## src/rtl/core/iwm_pkg.sv

```systemverilog
// Package for the iris wipe mask unit: screen and cell sizes, codes and the
// queue entry type shared by the front, the queue and the back.
// No dependencies.
`timescale 1ns / 1ps

package iwm_pkg;

    localparam int SCREEN_WIDTH  = 1024;
    localparam int SCREEN_HEIGHT = 1024;
    localparam int CELL_WIDTH    = 4;
    localparam int CELL_HEIGHT   = 4;

    localparam int COORD_W = 10;
    localparam int SQ_W    = 2 * COORD_W;
    localparam int QDEPTH  = 4;

    typedef enum logic [1:0] {
        KIND_START = 2'd0,
        KIND_TICK  = 2'd1,
        KIND_QUERY = 2'd2,
        KIND_NOP   = 2'd3
    } kind_t;

    typedef enum logic [1:0] {
        MODE_NONE  = 2'd0,
        MODE_OPEN  = 2'd1,
        MODE_CLOSE = 2'd2,
        MODE_BAD   = 2'd3
    } mode_t;

    typedef enum logic [1:0] {
        REG_CENTER_X   = 2'd0,
        REG_CENTER_Y   = 2'd1,
        REG_WIPE_STEPS = 2'd2,
        REG_UNUSED     = 2'd3
    } reg_idx_t;

    localparam logic [COORD_W-1:0] WIPE_STEPS_RESET = COORD_W'(32);

    // One classified beat on its way from the front to the back.
    typedef struct packed {
        logic               is_query;
        logic               mask_shown;
        logic               wipe_active;
        logic [COORD_W-1:0] radius;
        logic [COORD_W-1:0] pixel_x;
        logic [COORD_W-1:0] pixel_y;
    } iwm_entry_t;

endpackage

```

## src/rtl/core/iwm_if.sv

```systemverilog
// Valid/ready channel interfaces for input items and result items.
// Depends on iwm_pkg.
`timescale 1ns / 1ps

interface iwm_in_if
    import iwm_pkg::*;
();
    logic               valid;
    logic               ready;
    logic [1:0]         kind;
    logic [1:0]         start_mode;
    logic [COORD_W-1:0] pixel_x;
    logic [COORD_W-1:0] pixel_y;

    modport source (output valid, kind, start_mode, pixel_x, pixel_y, input ready);
    modport sink   (input valid, kind, start_mode, pixel_x, pixel_y, output ready);
endinterface

interface iwm_out_if
    import iwm_pkg::*;
();
    logic               valid;
    logic               ready;
    logic               mask_shown;
    logic               pixel_black;
    logic               wipe_active;
    logic [COORD_W-1:0] radius;

    modport source (output valid, mask_shown, pixel_black, wipe_active, radius, input ready);
    modport sink   (input valid, mask_shown, pixel_black, wipe_active, radius, output ready);
endinterface

```

## src/rtl/core/iwm_front.sv

```systemverilog
// Front of the iris wipe mask: accepts beats, updates the wipe state and
// pushes a classified entry into the queue. Depends on iwm_pkg.
`timescale 1ns / 1ps

module iwm_front
    import iwm_pkg::*;
(
    input  logic               clk,
    input  logic               rst_n,
    input  logic               item_valid,
    output logic               item_ready,
    input  logic [1:0]         item_kind,
    input  logic [1:0]         item_start_mode,
    input  logic [COORD_W-1:0] item_pixel_x,
    input  logic [COORD_W-1:0] item_pixel_y,
    input  logic [COORD_W-1:0] wipe_steps,
    output logic               push_valid,
    input  logic               push_ready,
    output iwm_entry_t         push_data
);

    mode_t              mode_reg, mode_next;
    logic               running_reg, running_next;
    logic [COORD_W-1:0] step_reg, step_next;
    logic [COORD_W-1:0] radius_reg, radius_next;
    logic               accept;

    assign item_ready = push_ready;
    assign push_valid = item_valid;
    assign accept     = item_valid && push_ready;

    always_comb
    begin
        mode_next    = mode_reg;
        running_next = running_reg;
        step_next    = step_reg;
        radius_next  = radius_reg;
        if (accept)
        begin
            case (kind_t'(item_kind))
                KIND_START:
                begin
                    if (!running_reg)
                    begin
                        mode_next   = (mode_t'(item_start_mode) == MODE_BAD) ?
                                      MODE_NONE : mode_t'(item_start_mode);
                        step_next   = '0;
                        radius_next = '0;
                    end
                    running_next = 1'b1;
                end
                KIND_TICK:
                begin
                    if (mode_reg != MODE_NONE)
                    begin
                        if (!running_reg)
                        begin
                            radius_next = '0;
                        end
                        else
                        begin
                            if (step_reg == wipe_steps)
                            begin
                                running_next = 1'b0;
                                if (mode_reg == MODE_OPEN)
                                begin
                                    mode_next = MODE_NONE;
                                end
                            end
                            else
                            begin
                                step_next = step_reg + COORD_W'(1);
                            end
                            if (mode_next == MODE_CLOSE)
                            begin
                                radius_next = (step_next >= wipe_steps) ?
                                              '0 : wipe_steps - step_next;
                            end
                            else
                            begin
                                radius_next = step_next;
                            end
                        end
                    end
                end
                default:
                begin
                    // queries and unused codes leave the state alone
                end
            endcase
        end
    end

    always_comb
    begin
        push_data.is_query    = (kind_t'(item_kind) == KIND_QUERY);
        push_data.mask_shown  = (mode_next != MODE_NONE);
        push_data.wipe_active = running_next;
        push_data.radius      = radius_next;
        push_data.pixel_x     = item_pixel_x;
        push_data.pixel_y     = item_pixel_y;
    end

    always_ff @(posedge clk or negedge rst_n)
    begin
        if (!rst_n)
        begin
            mode_reg    <= MODE_NONE;
            running_reg <= 1'b0;
            step_reg    <= '0;
            radius_reg  <= '0;
        end
        else
        begin
            mode_reg    <= mode_next;
            running_reg <= running_next;
            step_reg    <= step_next;
            radius_reg  <= radius_next;
        end
    end

endmodule

```

## src/rtl/core/iwm_queue.sv

```systemverilog
// Short FIFO between the front and the back of the iris wipe mask.
// Depends on iwm_pkg.
`timescale 1ns / 1ps

module iwm_queue
    import iwm_pkg::*;
(
    input  logic       clk,
    input  logic       rst_n,
    input  logic       push_valid,
    output logic       push_ready,
    input  iwm_entry_t push_data,
    output logic       pop_valid,
    input  logic       pop_ready,
    output iwm_entry_t pop_data
);

    localparam int PTR_W = $clog2(QDEPTH);
    localparam int CNT_W = $clog2(QDEPTH + 1);

    iwm_entry_t       slot_reg [QDEPTH];
    logic [PTR_W-1:0] wr_ptr_reg, wr_ptr_next;
    logic [PTR_W-1:0] rd_ptr_reg, rd_ptr_next;
    logic [CNT_W-1:0] count_reg, count_next;
    logic             push, pop;

    assign push_ready = (count_reg != CNT_W'(QDEPTH));
    assign pop_valid  = (count_reg != '0);
    assign pop_data   = slot_reg[rd_ptr_reg];
    assign push       = push_valid && push_ready;
    assign pop        = pop_valid && pop_ready;

    always_comb
    begin
        wr_ptr_next = push ? wr_ptr_reg + PTR_W'(1) : wr_ptr_reg;
        rd_ptr_next = pop ? rd_ptr_reg + PTR_W'(1) : rd_ptr_reg;
        count_next  = count_reg;
        if (push && !pop)
        begin
            count_next = count_reg + CNT_W'(1);
        end
        else if (pop && !push)
        begin
            count_next = count_reg - CNT_W'(1);
        end
    end

    always_ff @(posedge clk)
    begin
        if (push)
        begin
            slot_reg[wr_ptr_reg] <= push_data;
        end
    end

    always_ff @(posedge clk or negedge rst_n)
    begin
        if (!rst_n)
        begin
            wr_ptr_reg <= '0;
            rd_ptr_reg <= '0;
            count_reg  <= '0;
        end
        else
        begin
            wr_ptr_reg <= wr_ptr_next;
            rd_ptr_reg <= rd_ptr_next;
            count_reg  <= count_next;
        end
    end

`ifndef NO_ASSERTIONS
    a_count_bound: assert property (@(posedge clk) disable iff (!rst_n)
        count_reg <= CNT_W'(QDEPTH))
        else $error("queue count beyond depth");

    a_count_up: assert property (@(posedge clk) disable iff (!rst_n)
        (push && !pop) |=> count_reg == $past(count_reg) + CNT_W'(1))
        else $error("queue count did not rise on push");

    a_ptr_gap: assert property (@(posedge clk) disable iff (!rst_n)
        (count_reg != CNT_W'(QDEPTH)) |-> (wr_ptr_reg - rd_ptr_reg) == PTR_W'(count_reg))
        else $error("queue pointers disagree with count");
`endif

endmodule

```

## src/rtl/core/iwm_back.sv

```systemverilog
// Back of the iris wipe mask: three-stage pixel test (offsets, squares,
// compare) ending in the result register. Depends on iwm_pkg.
`timescale 1ns / 1ps

module iwm_back
    import iwm_pkg::*;
(
    input  logic               clk,
    input  logic               rst_n,
    input  logic [COORD_W-1:0] center_x,
    input  logic [COORD_W-1:0] center_y,
    input  logic               pop_valid,
    output logic               pop_ready,
    input  iwm_entry_t         pop_data,
    output logic               res_valid,
    input  logic               res_ready,
    output logic               res_mask_shown,
    output logic               res_pixel_black,
    output logic               res_wipe_active,
    output logic [COORD_W-1:0] res_radius
);

    logic               adv;
    logic [COORD_W-1:0] dx, dy;
    logic               on_screen;

    logic               s1_valid_reg;
    iwm_entry_t         s1_ent_reg;
    logic               s1_out_reg;
    logic [COORD_W-1:0] s1_tx_reg, s1_ty_reg;

    logic               s2_valid_reg;
    iwm_entry_t         s2_ent_reg;
    logic               s2_out_reg;
    logic [SQ_W-1:0]    s2_sx_reg, s2_sy_reg, s2_r2_reg;
    logic [SQ_W:0]      s2_sum;

    logic               out_valid_reg;
    logic               out_shown_reg, out_black_reg, out_active_reg;
    logic [COORD_W-1:0] out_radius_reg;

    // advance the whole pipe whenever the result register is free or draining
    assign adv       = !out_valid_reg || res_ready;
    assign pop_ready = adv;

    assign dx = (pop_data.pixel_x >= center_x) ? pop_data.pixel_x - center_x :
                                                 center_x - pop_data.pixel_x;
    assign dy = (pop_data.pixel_y >= center_y) ? pop_data.pixel_y - center_y :
                                                 center_y - pop_data.pixel_y;
    assign on_screen = (32'(pop_data.pixel_x) < SCREEN_WIDTH) &&
                       (32'(pop_data.pixel_y) < SCREEN_HEIGHT);

    assign s2_sum = {1'b0, s2_sx_reg} + {1'b0, s2_sy_reg};

    always_ff @(posedge clk)
    begin
        if (adv)
        begin
            s1_ent_reg <= pop_data;
            s1_out_reg <= !on_screen || (dx > pop_data.radius) || (dy > pop_data.radius);
            s1_tx_reg  <= COORD_W'((32'(dx) / CELL_WIDTH) * CELL_WIDTH);
            s1_ty_reg  <= COORD_W'((32'(dy) / CELL_HEIGHT) * CELL_HEIGHT);

            s2_ent_reg <= s1_ent_reg;
            s2_out_reg <= s1_out_reg;
            s2_sx_reg  <= SQ_W'(s1_tx_reg) * SQ_W'(s1_tx_reg);
            s2_sy_reg  <= SQ_W'(s1_ty_reg) * SQ_W'(s1_ty_reg);
            s2_r2_reg  <= SQ_W'(s1_ent_reg.radius) * SQ_W'(s1_ent_reg.radius);

            out_shown_reg  <= s2_ent_reg.mask_shown;
            out_active_reg <= s2_ent_reg.wipe_active;
            out_radius_reg <= s2_ent_reg.radius;
            out_black_reg  <= s2_ent_reg.is_query &&
                              (s2_out_reg || !(s2_sum < {1'b0, s2_r2_reg}));
        end
    end

    always_ff @(posedge clk or negedge rst_n)
    begin
        if (!rst_n)
        begin
            s1_valid_reg  <= 1'b0;
            s2_valid_reg  <= 1'b0;
            out_valid_reg <= 1'b0;
        end
        else if (adv)
        begin
            s1_valid_reg  <= pop_valid;
            s2_valid_reg  <= s1_valid_reg;
            out_valid_reg <= s2_valid_reg;
        end
    end

    assign res_valid       = out_valid_reg;
    assign res_mask_shown  = out_shown_reg;
    assign res_pixel_black = out_black_reg;
    assign res_wipe_active = out_active_reg;
    assign res_radius      = out_radius_reg;

endmodule

```

## src/rtl/core/iris_wipe_mask_unit.sv

```systemverilog
// Top level of the iris wipe mask unit: configuration registers and the
// front, queue and back. Depends on iwm_pkg, iwm_if, iwm_front, iwm_queue, iwm_back.
`timescale 1ns / 1ps

// The unit takes one beat per clock on item and returns exactly one result
// beat per item, in order, on result. Start and frame-tick beats update the
// wipe state in the front as they are accepted; every beat then travels
// through a 4-entry queue into a 3-stage pixel test (center offsets and
// cell truncation, squares, compare) whose last stage is the result
// register. Throughput is one item per cycle while result is ready. The
// unit holds at most 7 items (4 in the queue, 3 in the pipe); when result
// stalls the pipe freezes and only the queue takes further beats, so
// item.ready drops after at most 4 more items. Write center_x, center_y
// and wipe_steps through the cfg port only while no item is in flight.

module iris_wipe_mask_unit
    import iwm_pkg::*;
(
    input  logic               clk,
    input  logic               rst_n,
    iwm_in_if.sink             item,
    iwm_out_if.source          result,
    input  logic               cfg_write,
    input  logic [1:0]         cfg_index,
    input  logic [COORD_W-1:0] cfg_data
);

    logic [COORD_W-1:0] center_x_reg;
    logic [COORD_W-1:0] center_y_reg;
    logic [COORD_W-1:0] wipe_steps_reg;

    logic       push_valid, push_ready;
    iwm_entry_t push_data;
    logic       pop_valid, pop_ready;
    iwm_entry_t pop_data;

    // Register file: writes beyond the list are dropped.
    always_ff @(posedge clk or negedge rst_n)
    begin
        if (!rst_n)
        begin
            center_x_reg   <= '0;
            center_y_reg   <= '0;
            wipe_steps_reg <= WIPE_STEPS_RESET;
        end
        else if (cfg_write)
        begin
            case (reg_idx_t'(cfg_index))
                REG_CENTER_X:   center_x_reg   <= cfg_data;
                REG_CENTER_Y:   center_y_reg   <= cfg_data;
                REG_WIPE_STEPS: wipe_steps_reg <= cfg_data;
                default:
                begin
                    // drop the write
                end
            endcase
        end
    end

    // Front: classify each beat and advance the wipe state.
    iwm_front u_front (
        .clk             (clk),
        .rst_n           (rst_n),
        .item_valid      (item.valid),
        .item_ready      (item.ready),
        .item_kind       (item.kind),
        .item_start_mode (item.start_mode),
        .item_pixel_x    (item.pixel_x),
        .item_pixel_y    (item.pixel_y),
        .wipe_steps      (wipe_steps_reg),
        .push_valid      (push_valid),
        .push_ready      (push_ready),
        .push_data       (push_data)
    );

    // Queue: hold classified beats so front and back stall on their own.
    iwm_queue u_queue (
        .clk        (clk),
        .rst_n      (rst_n),
        .push_valid (push_valid),
        .push_ready (push_ready),
        .push_data  (push_data),
        .pop_valid  (pop_valid),
        .pop_ready  (pop_ready),
        .pop_data   (pop_data)
    );

    // Back: test the pixel against the iris and drive the result beat.
    iwm_back u_back (
        .clk             (clk),
        .rst_n           (rst_n),
        .center_x        (center_x_reg),
        .center_y        (center_y_reg),
        .pop_valid       (pop_valid),
        .pop_ready       (pop_ready),
        .pop_data        (pop_data),
        .res_valid       (result.valid),
        .res_ready       (result.ready),
        .res_mask_shown  (result.mask_shown),
        .res_pixel_black (result.pixel_black),
        .res_wipe_active (result.wipe_active),
        .res_radius      (result.radius)
    );

endmodule

```

## src/flat_wrapper.sv

```systemverilog
// flat-port wrapper written by rule: the top's interface ports become plain ports
module iris_wipe_mask_unit_flat import iwm_pkg::*;
  (clk, rst_n, cfg_write, cfg_index, cfg_data, item_valid, item_kind, item_start_mode, item_pixel_x, item_pixel_y, item_ready, result_valid, result_mask_shown, result_pixel_black, result_wipe_active, result_radius, result_ready);
  iwm_in_if item_i ();
  iwm_out_if result_i ();
  input  logic clk;
  input  logic rst_n;
  input  logic cfg_write;
  input  logic [1:0] cfg_index;
  input  logic [COORD_W-1:0] cfg_data;
  input wire logic [$bits(item_i.valid)-1:0] item_valid;
  input wire logic [$bits(item_i.kind)-1:0] item_kind;
  input wire logic [$bits(item_i.start_mode)-1:0] item_start_mode;
  input wire logic [$bits(item_i.pixel_x)-1:0] item_pixel_x;
  input wire logic [$bits(item_i.pixel_y)-1:0] item_pixel_y;
  output wire logic [$bits(item_i.ready)-1:0] item_ready;
  output wire logic [$bits(result_i.valid)-1:0] result_valid;
  output wire logic [$bits(result_i.mask_shown)-1:0] result_mask_shown;
  output wire logic [$bits(result_i.pixel_black)-1:0] result_pixel_black;
  output wire logic [$bits(result_i.wipe_active)-1:0] result_wipe_active;
  output wire logic [$bits(result_i.radius)-1:0] result_radius;
  input wire logic [$bits(result_i.ready)-1:0] result_ready;
  assign item_i.valid = item_valid;
  assign item_i.kind = item_kind;
  assign item_i.start_mode = item_start_mode;
  assign item_i.pixel_x = item_pixel_x;
  assign item_i.pixel_y = item_pixel_y;
  assign item_ready = item_i.ready;
  assign result_valid = result_i.valid;
  assign result_mask_shown = result_i.mask_shown;
  assign result_pixel_black = result_i.pixel_black;
  assign result_wipe_active = result_i.wipe_active;
  assign result_radius = result_i.radius;
  assign result_i.ready = result_ready;
  iris_wipe_mask_unit u_core (.clk(clk), .rst_n(rst_n), .item(item_i), .result(result_i), .cfg_write(cfg_write), .cfg_index(cfg_index), .cfg_data(cfg_data));
endmodule
```

## config.mk

```make
export PLATFORM = sky130hd
export DESIGN_NAME = iris_wipe_mask_unit_flat
export DESIGN_NICKNAME = d
export VERILOG_FILES = /design/src/rtl/core/iwm_pkg.sv /design/src/rtl/core/iwm_if.sv /design/src/rtl/core/iwm_front.sv /design/src/rtl/core/iwm_queue.sv /design/src/rtl/core/iwm_back.sv /design/src/rtl/core/iris_wipe_mask_unit.sv /design/src/flat_wrapper.sv
export SDC_FILE = /design/constraint.sdc
export NUM_CORES = 1
export LEC_CHECK = 0
export CAP_MARGIN = 0
export CORE_ASPECT_RATIO = 0.9
export CORE_MARGIN = 2
export CORE_UTILIZATION = 45
export CTS_CLUSTER_SIZE = 40
export DETAILED_ROUTE_END_ITERATION = 10
export DONT_BUFFER_PORTS = 1
export PLACE_DENSITY = 0.6
export SLEW_MARGIN = 20
export SYNTH_ARGS = -nofsm -noshare
export SYNTH_HDL_FRONTEND = slang
export SYNTH_SLANG_ARGS = --single-unit
```

## constraint.sdc

```tcl
create_clock -name clk -period 5.2 [get_ports clk]
set_input_delay 0.52 -clock clk [delete_from_list [all_inputs] [get_ports clk]]
set_output_delay 0.52 -clock clk [all_outputs]
set_load 0.01 [all_outputs]
```

==> results_dict.tcl <==
set metrics [dict create \
    tritoncts "built" \
    routed_wirelength_um 40400 \
    status "finished clean" \
    worst-path-max-fanout 5 \
    ys_warn_count 0 \
    synth-seq-cells 300 \
    setup_viol_count_final 0 \
    drtPass1Iterations 7 \
    cp.required_ns 5.60 \
    grt_pass1_vias 12938 \
    reg2reg_from "u_core.u_back.s1_ent_reg[21]" \
    drv_slew 0 \
    io_buffers 0 \
    fillers 3891 \
    synthArstFlopShare_pct 21.0 \
    gr-total-overflow 0 \
    syn-num-nets 2101 \
    crit_type "reg2reg" \
    synth_compound_area_share_pct 8.46 \
    clk_path_buf_depth 3 \
    die-area_um2 47000 \
    clkTransAtPathRegs_ns 0.06 \
    synth.avg_cell_area_um2 11.7 \
    netlist_area_um2 20400 \
    synth.area.top_cells "edfxtp_1 (35%), ha_1 (13%), fa_1 (10%)" \
    fin_crit_ns 5.10 \
    worstMarginPinSlew_ns 1.05 \
    largest_reg_flops 132 \
    max_slew_margin_pct 29.3 \
    fmax_mhz 196 \
    hold_depth 0 \
    hold_class "in2reg" \
    rows 73 \
    fin_cells 2405 \
    yosysMostFrequentCell "inv_1" \
    synth_seq_area_share_pct 42.6 \
    place.gp.congestion 0.864 \
    initial_utilization_pct 45.8 \
    synth_edf_count 237 \
    cts_inserted_buffers 34 \
    final_layout_size_suffix_gt1_share_pct 10.6 \
    final_antenna_net_count 0 \
    dr_total_vias 12582 \
    cts_root_buf "clkbuf_16" \
    synth_cell_type_count 72 \
    yosysTopAreaCell "edfxtp_1" \
    r2r-end "u_core.u_back.s2_r2_reg[16]" \
    dp_hpwl_um 30300 \
    fp.dieH_um 206 \
    drt_iter0_drc 684 \
    cp-start-kind "register" \
    hold_viol 0 \
    rr_worst_depth 16 \
    syn_inst 1747 \
    drc 0 \
    netlist_top_cells_count "inv_1 (247), edfxtp_1 (237), ha_1 (210)" \
    worstHoldStart "item_pixel_y[1]" \
    synth-simple-area-share_pct 9.83 \
    crit_arrival_ns 5.50 \
    wl_per_cell_um 16.8 \
    synth-xor-area-share_pct 4.71 \
    synth.mux.area_fraction_pct 5.82 \
    insertion_delay_ns 0.55 \
    synth_adder_area_share_pct 23.0 \
    cp-startpoint "u_core.u_back.s1_ent_reg[21]" \
    hold_path_end "u_core.u_queue.slot_reg[2][1]" \
    num_io_pins 56 \
    htree_levels 2 \
    areaGrowthSynthToFinish_pct 10.8 \
    die_w_um 228 \
    grt_max_degree 68 \
    synthFlopType "edfxtp_1" \
    fin_worst_skew_ns 0.0200 \
    place_inst 2330 \
    grt_antenna_before_repair 0 \
    r2r_slack_ns 0.1 \
    viasPerCell 5.23 \
    maxCapViolations 0 \
    cp-end-kind "register" \
    fin_crit_sh_pct 98.1 \
    core_um2 44500 \
    grt_usage_pct 17.9 \
    antennaDiodeCount 0 \
    synth_top_family_by_area "adder cells" \
    synthDominantCellAreaShare_pct 34.9 \
    cts.sinks 300 \
    nets 2135 \
    rsz0062_at_grt "yes" \
    grt_pass1_wl_um 67100 \
]
==> cell usage in the layout, fill, tap and decap left out, types with 26 or more instances in the layout <==
cell type / instances
inv_1: 242
edfxtp_1: 237
ha_1: 203
nand2_1: 112
fa_1: 101
nor2_1: 76
and2_1: 66
a21oi_1: 65
xnor2_1: 65
o21ai_0: 62
dfrtp_1: 61
xor2_1: 41
buf_4: 37
a21o_1: 36
clkbuf_16: 35
mux4_2: 33
mux2_2: 26
==> repair_timing <==
action                                  in CTS  in global routing
pin swaps                                    0                 21
hold buffers                                 2                  0
hold endpoints to repair                    63                  0
endpoints found under the setup margin       1                  7
setup buffers                                1                 12
gates resized for setup                      0                 26
==> worst max path at each step <==
stage,end,depth (start not counted)
floorplan,u_core.u_back.s2_r2_reg[16],17
global placement,u_core.u_back.s2_r2_reg[16],17
detailed placement,u_core.u_back.s2_r2_reg[16],17
CTS,u_core.u_back.s2_r2_reg[16],18
global route,u_core.u_back.s2_r2_reg[16],17
finish,u_core.u_back.s2_r2_reg[16],16
==> metal layers <==
metal  track usage [%]  share of wire, %  vias up  routed length (um)
li1                  -                 -     6151                   -
met2              29.6                46      208               18700
met1              23.8                46     6164               18800
met5                 0                 0        -                   0
met4              4.90               2.3        0                 936
met3              4.07               4.9       59                1990
==> logic make-up after synthesis <==
| logic type | Yosys count |
|---|---|
| compound gates | 265 |
| xor+xnor | 108 |
| fa+ha+maj | 313 |
| buf+inv | 291 |
| flops | 300 |
| mux | 74 |
| simple gates | 396 |
==> final cells by class <==
cell class	instances	area (um2)	share of cell area (%)
multi-input cells	1156	10700	47.3
flip-flops and latches	300	8700	38.5
clock buffers	46	957	4.24
inverters	247	930	4.11
well taps	600	751	3.32
repair buffers	42	349	1.55
clock inverters	14	223	0.986
==> stage by stage <==
| stage | worst slack, ns | hold WS [ns] | area (um2) | setup TNS [ns] | util (%) |
|---|---|---|---|---|---|
| floorplan | 0.0633 | 0.224 | 20400 | 0 | - |
| global placement | 0.0760 | 0.228 | 21100 | 0 | 47.5 |
| detailed placement | 0.0180 | 0.228 | 21100 | 0 | 47.5 |
| CTS | 0.0572 | 0.0266 | 22400 | 0 | 50.3 |
| global route | -0.0942 | 0.0296 | 22600 | -0.408 | 50.8 |
| finish | 0.100 | 0.0627 | 22600 | 0 | 50.8 |
==> critical path, cell delays in order (launching register included) <==
cell and delay [ns]:
edfxtp_1 0.47, buf_4 0.18, and2_1 0.19, fa_2 0.56, fa_1 0.46, ha_4 0.24
fa_1 0.53, inv_1 0.05, fa_1 0.53, inv_1 0.04, ha_2 0.29, inv_1 0.10
o21ai_1 0.14, a31o_4 0.26, o31a_1 0.34, or4_1 0.48, nand4_1 0.08
Power is not shown: default switching activity piles up to over one toggle a cycle in this logic, so the estimate is an artifact.
